`config.mk`:
```
export PLATFORM = sky130hd
export DESIGN_NAME = wall_follower_maze_step
export DESIGN_NICKNAME = d
export VERILOG_FILES = /design/src/rtl/wfm_pkg.sv /design/src/rtl/wfm_ram.sv /design/src/rtl/wall_follower_maze_step.sv
export SDC_FILE = /design/constraint.sdc
export NUM_CORES = 1
export LEC_CHECK = 0
export CAP_MARGIN = 20
export CORE_ASPECT_RATIO = 0.7
export CORE_MARGIN = 3
export CORE_UTILIZATION = 45
export CTS_BUF_LIST = sky130_fd_sc_hd__clkbuf_8
export CTS_CLUSTER_DIAMETER = 50
export DETAILED_ROUTE_END_ITERATION = 10
export DONT_BUFFER_PORTS = 1
export SYNTH_ARGS = -nofsm -noshare
export SYNTH_HDL_FRONTEND = slang
export SYNTH_SLANG_ARGS = --single-unit
```
`constraint.sdc`:
```
create_clock -name clk -period 7.9 [get_ports clk]
set_input_delay 0 -clock clk [delete_from_list [all_inputs] [get_ports clk]]
set_output_delay 0 -clock clk [all_outputs]
set_load 0.1 [all_outputs]
```
`src/rtl/wfm_pkg.sv`:
```
// Shared types, codes and constants for the wall-follower maze walker.
package wfm_pkg;

  // Geometry of the stored wall map and the default grid size
  localparam int GRID_SIDE_DEFAULT = 16;
  localparam int MAP_SIDE          = 16;
  localparam int COORD_W           = 4;
  localparam int MAP_DEPTH         = MAP_SIDE * MAP_SIDE;
  localparam int MAP_ADDR_W        = 2 * COORD_W;
  localparam int COUNT_W           = 16;
  localparam int NUM_DIRS          = 4;

  // Configuration port shape
  localparam int CFG_INDEX_W = 3;
  localparam int CFG_DATA_W  = 4;

  // Item opcodes
  localparam logic [1:0] OP_WRITE   = 2'd0;
  localparam logic [1:0] OP_STEP    = 2'd1;
  localparam logic [1:0] OP_RESTART = 2'd2;

  // Configuration register indexes
  localparam logic [CFG_INDEX_W-1:0] CFG_START_ROW     = 3'd0;
  localparam logic [CFG_INDEX_W-1:0] CFG_START_COL     = 3'd1;
  localparam logic [CFG_INDEX_W-1:0] CFG_START_HEADING = 3'd2;
  localparam logic [CFG_INDEX_W-1:0] CFG_EXIT_ROW      = 3'd3;
  localparam logic [CFG_INDEX_W-1:0] CFG_EXIT_COL      = 3'd4;

  // Headings
  localparam logic [1:0] DIR_NORTH = 2'd0;
  localparam logic [1:0] DIR_EAST  = 2'd1;
  localparam logic [1:0] DIR_SOUTH = 2'd2;
  localparam logic [1:0] DIR_WEST  = 2'd3;

  // Relative turns added to the heading
  localparam logic [1:0] TURN_RIGHT = 2'd1;
  localparam logic [1:0] TURN_BACK  = 2'd2;
  localparam logic [1:0] TURN_LEFT  = 2'd3;

  // Register reset values
  localparam logic [COORD_W-1:0] RST_START_ROW     = 4'd2;
  localparam logic [COORD_W-1:0] RST_START_COL     = 4'd0;
  localparam logic [1:0]         RST_START_HEADING = DIR_EAST;
  localparam logic [COORD_W-1:0] RST_EXIT_ROW      = 4'd4;
  localparam logic [COORD_W-1:0] RST_EXIT_COL      = 4'd11;

  // Input beat
  typedef struct packed {
    logic [1:0]         opcode;
    logic [COORD_W-1:0] cell_row;
    logic [COORD_W-1:0] cell_col;
    logic               cell_is_wall;
  } item_t;

  // Output beat
  typedef struct packed {
    logic [COORD_W-1:0] pos_row;
    logic [COORD_W-1:0] pos_col;
    logic [COUNT_W-1:0] step_count;
    logic               reached_exit;
  } result_t;

endpackage

```
`src/rtl/wfm_ram.sv`:
```
// Generic single-port-write, single-port-read RAM with registered read data.
module wfm_ram #(
  parameter int WIDTH = 1,
  parameter int DEPTH = 256,
  localparam int ADDR_W = $clog2(DEPTH)
) (
  input  logic              clk,
  input  logic              we,
  input  logic [ADDR_W-1:0] waddr,
  input  logic [WIDTH-1:0]  wdata,
  input  logic [ADDR_W-1:0] raddr,
  output logic [WIDTH-1:0]  rdata
);

  logic [WIDTH-1:0] mem [DEPTH];

  // Read returns the old contents on a same-address write
  always_ff @(posedge clk) begin
    if (we) begin
      mem[waddr] <= wdata;
    end
    rdata <= mem[raddr];
  end

endmodule

```
`src/rtl/wall_follower_maze_step.sv`:
```
// Top level of the right-hand wall-follower maze walker.
// A step beat passes through the input register and then the result register on its way out.
// Throughput: one item per cycle while the result register has room for a step; the four neighbor
// walls come from RAM copies read in advance at the walker's next position, with write bypass.
// Reset (synchronous, active high) restores the registers and walker to their
// reset values; the wall map is not cleared and holds garbage until written.
module wall_follower_maze_step #(
  parameter int GRID_SIDE = wfm_pkg::GRID_SIDE_DEFAULT
) (
  input  logic                               clk,
  input  logic                               rst,
  input  logic                               item_valid,
  output logic                               item_ready,
  input  wfm_pkg::item_t                     item,
  output logic                               result_valid,
  input  logic                               result_ready,
  output wfm_pkg::result_t                   result,
  input  logic                               cfg_we,
  input  logic [wfm_pkg::CFG_INDEX_W-1:0]    cfg_index,
  input  logic [wfm_pkg::CFG_DATA_W-1:0]     cfg_data
);

  localparam int CW = wfm_pkg::COORD_W;
  localparam int EFF_SIDE = (GRID_SIDE < wfm_pkg::MAP_SIDE) ? GRID_SIDE : wfm_pkg::MAP_SIDE;
  localparam logic [CW:0] EFF_LIMIT = EFF_SIDE[CW:0];

  // Configuration registers
  logic [CW-1:0] start_row, start_col, exit_row, exit_col;
  logic [1:0]    start_heading;

  always_ff @(posedge clk) begin
    if (rst) begin
      start_row     <= wfm_pkg::RST_START_ROW;
      start_col     <= wfm_pkg::RST_START_COL;
      start_heading <= wfm_pkg::RST_START_HEADING;
      exit_row      <= wfm_pkg::RST_EXIT_ROW;
      exit_col      <= wfm_pkg::RST_EXIT_COL;
    end else if (cfg_we) begin
      unique case (cfg_index)
        wfm_pkg::CFG_START_ROW:     start_row     <= cfg_data[CW-1:0];
        wfm_pkg::CFG_START_COL:     start_col     <= cfg_data[CW-1:0];
        wfm_pkg::CFG_START_HEADING: start_heading <= cfg_data[1:0];
        wfm_pkg::CFG_EXIT_ROW:      exit_row      <= cfg_data[CW-1:0];
        wfm_pkg::CFG_EXIT_COL:      exit_col      <= cfg_data[CW-1:0];
        default: ;
      endcase
    end
  end

  // Input register
  logic           iq_valid;
  wfm_pkg::item_t iq;
  logic           iq_is_step, iq_go;

  assign iq_is_step = (iq.opcode == wfm_pkg::OP_STEP);
  // Only a step needs room in the result register
  assign iq_go      = iq_valid && (!iq_is_step || !result_valid || result_ready);
  assign item_ready = !iq_valid || iq_go;

  always_ff @(posedge clk) begin
    if (rst) begin
      iq_valid <= 1'b0;
    end else if (item_ready) begin
      iq_valid <= item_valid;
    end
  end

  always_ff @(posedge clk) begin
    if (item_ready && item_valid) begin
      iq <= item;
    end
  end

  // Walker state
  logic [CW-1:0]               walker_row, walker_col;
  logic [1:0]                  heading;
  logic [wfm_pkg::COUNT_W-1:0] moves_made;
  logic                        finished;
  logic [CW-1:0]               walker_row_next, walker_col_next;
  logic [1:0]                  heading_next;
  logic [wfm_pkg::COUNT_W-1:0] moves_made_next;
  logic                        finished_next;

  // Neighbor walls: RAM data, overridden by a write in the previous cycle
  logic [wfm_pkg::NUM_DIRS-1:0] ram_q, hit_q;
  logic                         wbit_q;
  logic [wfm_pkg::NUM_DIRS-1:0] hit;
  logic [wfm_pkg::MAP_ADDR_W-1:0] raddr [wfm_pkg::NUM_DIRS];
  logic                           ram_we;
  logic [wfm_pkg::MAP_ADDR_W-1:0] waddr;

  assign ram_we = iq_go && (iq.opcode == wfm_pkg::OP_WRITE);
  assign waddr  = {iq.cell_row, iq.cell_col};

  // Neighbor cells of the current position, one guard bit for the grid test
  logic [CW:0]                  nbr_row [wfm_pkg::NUM_DIRS];
  logic [CW:0]                  nbr_col [wfm_pkg::NUM_DIRS];
  logic [wfm_pkg::NUM_DIRS-1:0] inb, wall, open;

  always_comb begin
    nbr_row[wfm_pkg::DIR_NORTH] = {1'b0, walker_row} - 1'b1;
    nbr_col[wfm_pkg::DIR_NORTH] = {1'b0, walker_col};
    nbr_row[wfm_pkg::DIR_EAST]  = {1'b0, walker_row};
    nbr_col[wfm_pkg::DIR_EAST]  = {1'b0, walker_col} + 1'b1;
    nbr_row[wfm_pkg::DIR_SOUTH] = {1'b0, walker_row} + 1'b1;
    nbr_col[wfm_pkg::DIR_SOUTH] = {1'b0, walker_col};
    nbr_row[wfm_pkg::DIR_WEST]  = {1'b0, walker_row};
    nbr_col[wfm_pkg::DIR_WEST]  = {1'b0, walker_col} - 1'b1;
    for (int d = 0; d < wfm_pkg::NUM_DIRS; d++) begin
      // Going below zero wraps to a large value and fails the test as well
      inb[d]  = (nbr_row[d] < EFF_LIMIT) && (nbr_col[d] < EFF_LIMIT);
      wall[d] = hit_q[d] ? wbit_q : ram_q[d];
      open[d] = inb[d] && !wall[d];
    end
  end

  // Move choice: first step straight, then right, front, left, back
  logic [1:0] dir_r, dir_l, dir_b, move_dir;
  logic       take_move;

  assign dir_r = heading + wfm_pkg::TURN_RIGHT;
  assign dir_l = heading + wfm_pkg::TURN_LEFT;
  assign dir_b = heading + wfm_pkg::TURN_BACK;

  always_comb begin
    take_move = 1'b0;
    move_dir  = heading;
    if (finished) begin
      take_move = 1'b0;
    end else if (moves_made == '0) begin
      take_move = inb[heading];
    end else if (open[dir_r]) begin
      take_move = 1'b1;
      move_dir  = dir_r;
    end else if (open[heading]) begin
      take_move = 1'b1;
    end else if (open[dir_l]) begin
      take_move = 1'b1;
      move_dir  = dir_l;
    end else begin
      take_move = inb[dir_b];
      move_dir  = dir_b;
    end
  end

  // Walker next state
  always_comb begin
    walker_row_next = walker_row;
    walker_col_next = walker_col;
    heading_next    = heading;
    moves_made_next = moves_made;
    finished_next   = finished;
    if (iq_go) begin
      unique case (iq.opcode)
        wfm_pkg::OP_RESTART: begin
          walker_row_next = start_row;
          walker_col_next = start_col;
          heading_next    = start_heading;
          moves_made_next = '0;
          finished_next   = (start_row == exit_row) && (start_col == exit_col);
        end
        wfm_pkg::OP_STEP: begin
          if (take_move) begin
            walker_row_next = nbr_row[move_dir][CW-1:0];
            walker_col_next = nbr_col[move_dir][CW-1:0];
            heading_next    = move_dir;
            if (moves_made != '1) begin
              moves_made_next = moves_made + 1'b1;
            end
            finished_next = (nbr_row[move_dir][CW-1:0] == exit_row) &&
                            (nbr_col[move_dir][CW-1:0] == exit_col);
          end
        end
        default: ;
      endcase
    end
  end

  always_ff @(posedge clk) begin
    if (rst) begin
      walker_row <= wfm_pkg::RST_START_ROW;
      walker_col <= wfm_pkg::RST_START_COL;
      heading    <= wfm_pkg::RST_START_HEADING;
      moves_made <= '0;
      finished   <= 1'b0;
    end else begin
      walker_row <= walker_row_next;
      walker_col <= walker_col_next;
      heading    <= heading_next;
      moves_made <= moves_made_next;
      finished   <= finished_next;
    end
  end

  // Read addresses: neighbors of the position the walker holds next cycle
  always_comb begin
    raddr[wfm_pkg::DIR_NORTH] = {walker_row_next - 1'b1, walker_col_next};
    raddr[wfm_pkg::DIR_EAST]  = {walker_row_next, walker_col_next + 1'b1};
    raddr[wfm_pkg::DIR_SOUTH] = {walker_row_next + 1'b1, walker_col_next};
    raddr[wfm_pkg::DIR_WEST]  = {walker_row_next, walker_col_next - 1'b1};
    for (int d = 0; d < wfm_pkg::NUM_DIRS; d++) begin
      hit[d] = ram_we && (waddr == raddr[d]);
    end
  end

  always_ff @(posedge clk) begin
    if (rst) begin
      hit_q <= '0;
    end else begin
      hit_q <= hit;
    end
  end

  always_ff @(posedge clk) begin
    wbit_q <= iq.cell_is_wall;
  end

  // One copy of the wall map per compass neighbor
  for (genvar d = 0; d < wfm_pkg::NUM_DIRS; d++) begin : g_map
    wfm_ram #(
      .WIDTH (1),
      .DEPTH (wfm_pkg::MAP_DEPTH)
    ) u_map (
      .clk   (clk),
      .we    (ram_we),
      .waddr (waddr),
      .wdata (iq.cell_is_wall),
      .raddr (raddr[d]),
      .rdata (ram_q[d])
    );
  end

  // Result register
  always_ff @(posedge clk) begin
    if (rst) begin
      result_valid <= 1'b0;
    end else if (iq_go && iq_is_step) begin
      result_valid <= 1'b1;
    end else if (result_ready) begin
      result_valid <= 1'b0;
    end
  end

  always_ff @(posedge clk) begin
    if (iq_go && iq_is_step) begin
      result.pos_row      <= walker_row_next;
      result.pos_col      <= walker_col_next;
      result.step_count   <= moves_made_next;
      result.reached_exit <= finished_next;
    end
  end

endmodule

```
==> impl_metrics.csv <==
group,metric,value,unit
status,status,"finished, violations left",
status,violations,"max-slew violations",
timing,hold_viol,0,
timing,drv_slew,8,
floorplanning,dieArea,0.0508,mm2
critical_path,crit_slowest_cell,"a211oi_2",
floorplanning,io_pins,50,
global_route,grt_usage,30.7,%
timing,fin_ws,0.918,ns
routing,drtAntennaViolNets,0,
timing,finalSetupTns,0,ns
timing,fin_worst_skew,0.0630,ns
clocking,cts_tree,"yes",
power,p_leak,7.94,nW
timing,rsz0062_at_grt,"false",
critical_path,r2r-end,"g_map[3].u_map.rdata",
synth,yosys.area.top_type,"edfxtp_1",
final_layout,drive_gt1_share,11.4,%
critical_path,ff2ff_path_depth,20,
timing,slew-limit-headroom,-2.97,%
global_route,antenna_found_initial,1,
final_layout,fin_nets,2231,
synth,ys_seq_area_share,45.7,%
synth,yosys_register_bits,348,
synth,synth_area_leaders,"edfxtp_1, mux2i_1, mux4_2",
routing,routed_wl,79300,um
power,powerDensity,174,mW/mm2
synth,synth_nets,2239,
final_layout,area_delta_synth_final,9.51,%
critical_path,cp_slowest_stage_delay,0.65,ns
final_layout,multiInputGateArea,0.0108,mm2
critical_path,startpoint,"walker_col[0]",
floorplanning,rows,66,
global_route,grt_max_degree,258,
placed_design,dp_slack,1.21,ns
floorplanning,core_area,0.0470,mm2
critical_path,worstPathMaxFanout,62,
critical_path,path_class,"flip-flop to flip-flop",
synth,yosysUniqueCellTypes,92,
routing,drc,0,
synth,synth_top_area_share,40.5,%
clocking,cts_buffers,56,
clocking,clock_sinks,348,
clocking,cts_max_level,2,
critical_path,crit-reg2reg-launch,"walker_col[0]",
synth,yosys_warnings,0,
worst_hold_path,hold_depth,3,
power,peakVddDrop,0.130,mV
routing,wl_per_cell,27.8,um
critical_path,worst_ep_arrival_time,7.49,ns
critical_path,critPathCapture,"g_map[3].u_map.rdata",
critical_path,critPathCaptureType,"flip-flop",
final_layout,final_common_cell,"nor2_1",
placed_design,gp_congestion,0.987,
synth,asyncSetResetFlopFracSynth,0,%
critical_path,start_kind,"flip-flop",
routing,first_pass_iters,6,
final_layout,final_cell_mix,"nor2_1, nand2_1, edfxtp_1",
global_route,grt_pass1_wl,116000,um
timing,max_slew.worst_pin.slew,1.54,ns
clocking,ctsRootBufferMaster,"clkbuf_8",
worst_hold_path,hp-class,"input pin to flip-flop",
final_layout,seqCellArea,0.00989,mm2
placed_design,io_buffers,0,
synth,synth-main-ff-cell,"edfxtp_1",
routing,viasPerCell,6.61,
final_layout,fillCellCount,4294,
global_route,grt.overflow.total,0,
clocking,cts_buffer_depth,3,
synth,syn_area,0.0216,mm2
job,cap_violations,0,
critical_path,required,8.41,ns
timing,period_share,88.4,%
floorplanning,fp.dieW,268,um
clocking,cts_setup_buffers,0,
synth,synth_edf_count,292,
floorplanning,dieHeight,189,um
routing,vias,18900,
placed_design,dp_hpwl,51900,um
power,power,4.12,mW
clocking,ctsResizeCount,0,
timing,fmax,0.143,GHz
clocking,clkLatencyLatePin,0.67,ns
timing,min_period,6.98,ns
floorplanning,initial_core_util,46.0,%
critical_path,reg2reg_setup_slack,0.92,ns
timing,finalSetupViolCount,0,
synth,synthCells,2203,
clocking,cts.clk_slew.worst_paths,0.07,ns
synth,avgSynthCellArea,9.82,um2
critical_path,cp_cell_sequence,"inv_1 > ha_1 > nor3b_1 > mux4_2 > a21oi_1 > o41a_1 > nand3_2 > o31a_2 > buf_4 > ha_1 > and3_1 > a211oi_2 > nand2_2 > buf_4 > and3_1 > a311oi_1 > mux4_2 > o211ai_1 > o31ai_1 > o22ai_1",
global_route,grt_pass1_vias,17500,
routing,drtIter0Drc,3155,
area by class of cell:
cell class                      count  share of cell area [%]
Antenna cell                        2                  0.0211
Inverter                           35                   0.597
Sequential cell                   348                    41.7
Timing Repair Buffer              107                    4.10
Clock inverter                     43                    1.33
Tap cell                          612                    3.23
Multi-Input combinational cell   1647                    45.5
Clock buffer                       60                    3.49
per-layer routing:
layer / track usage (%) / routed length [um] / up-vias
li1: - / - / 8078
met1: 45.5 / 33100 / 9174
met2: 41.5 / 31700 / 1375
met3: 10.6 / 11700 / 248
met4: 10.4 / 2880 / 0
met5: 0 / 0 / -
critical path: cells and delay by family (launching register included):
family | cells | cell delay (ns)
AO/OA/AOI/OAI | 8 | 2.70
adder cells (fa/ha/maj) | 2 | 0.64
buffers and inverters | 3 | 0.92
flip-flops | 1 | 0.44
multiplexers | 2 | 0.80
AND/OR/NAND/NOR | 5 | 1.30
worst min path at each step:
| stage | from | endpoint | slack, ns |
|---|---|---|---|
| after floorplan | item[0] | iq[0] | 0.1 |
| after global placement | rst | exit_row[0] | 0.08 |
| after detailed placement | rst | exit_row[0] | 0.08 |
| after CTS | item_valid | iq_valid | 0.03 |
| after global routing | item_valid | iq_valid | 0.09 |
| final | item_valid | iq_valid | 0.08 |
Yosys cell counts, types with 33 or more instances:
master and n:
a21oi_1 82, and3_1 33, clkbuf_1 100, dfxtp_1 56, edfxtp_1 292, mux2i_1 177, mux4_2 68, nand2_1 339
nand3_1 108, nor2_1 348, nor3_1 68, o21ai_0 48, xnor2_1 34
where the power goes:
part           total [mW]  internal (mW)  switching [mW]  leakage [nW]
sequential           2.04           2.00          0.0383          3.07
clock                1.63          0.842           0.793         0.645
combinational       0.449          0.151           0.298          4.23
total                4.12           2.99            1.13          7.94
state kept, by name, summed over array words and instances, names as in the netlist, 11 cells and up:
name / cells
g_map.u_map.mem: 256
iq: 11
moves_made: 16
result: 25
per-stage QoR:
step / utilization, % / area (um2) / hold WS, ns / std cells
floorplan: - / 21600 / 0.0989 / 2203
global placement: 46.9 / 22100 / 0.0766 / 2701
detailed placement: 47.0 / 22100 / 0.0793 / 2702
CTS: 50.4 / 23700 / 0.0306 / 2852
global route: 50.4 / 23700 / 0.0863 / 2853
finish: 50.4 / 23700 / 0.0777 / 2854
kinds of logic (layout without fill, tap and decap cells):
group | Yosys count | after routing | share of synthesized area, %
AND/OR/NAND/NOR | 994 | 994 | 20.2
flip-flops | 348 | 348 | 45.7
AO/OA/AOI/OAI | 326 | 326 | 10.5
multiplexers | 257 | 257 | 15.9
buffers and inverters | 208 | 245 | 4.66
XOR/XNOR | 57 | 57 | 2.31
adder cells (fa/ha/maj) | 13 | 13 | 0.752
other | 0 | 2 | 0
repair_timing:
action	CTS	global route
setup endpoints to repair	0	0
hold buffers	47	0
hold endpoints to repair	75	0
(Power assumes the default switching activity.)
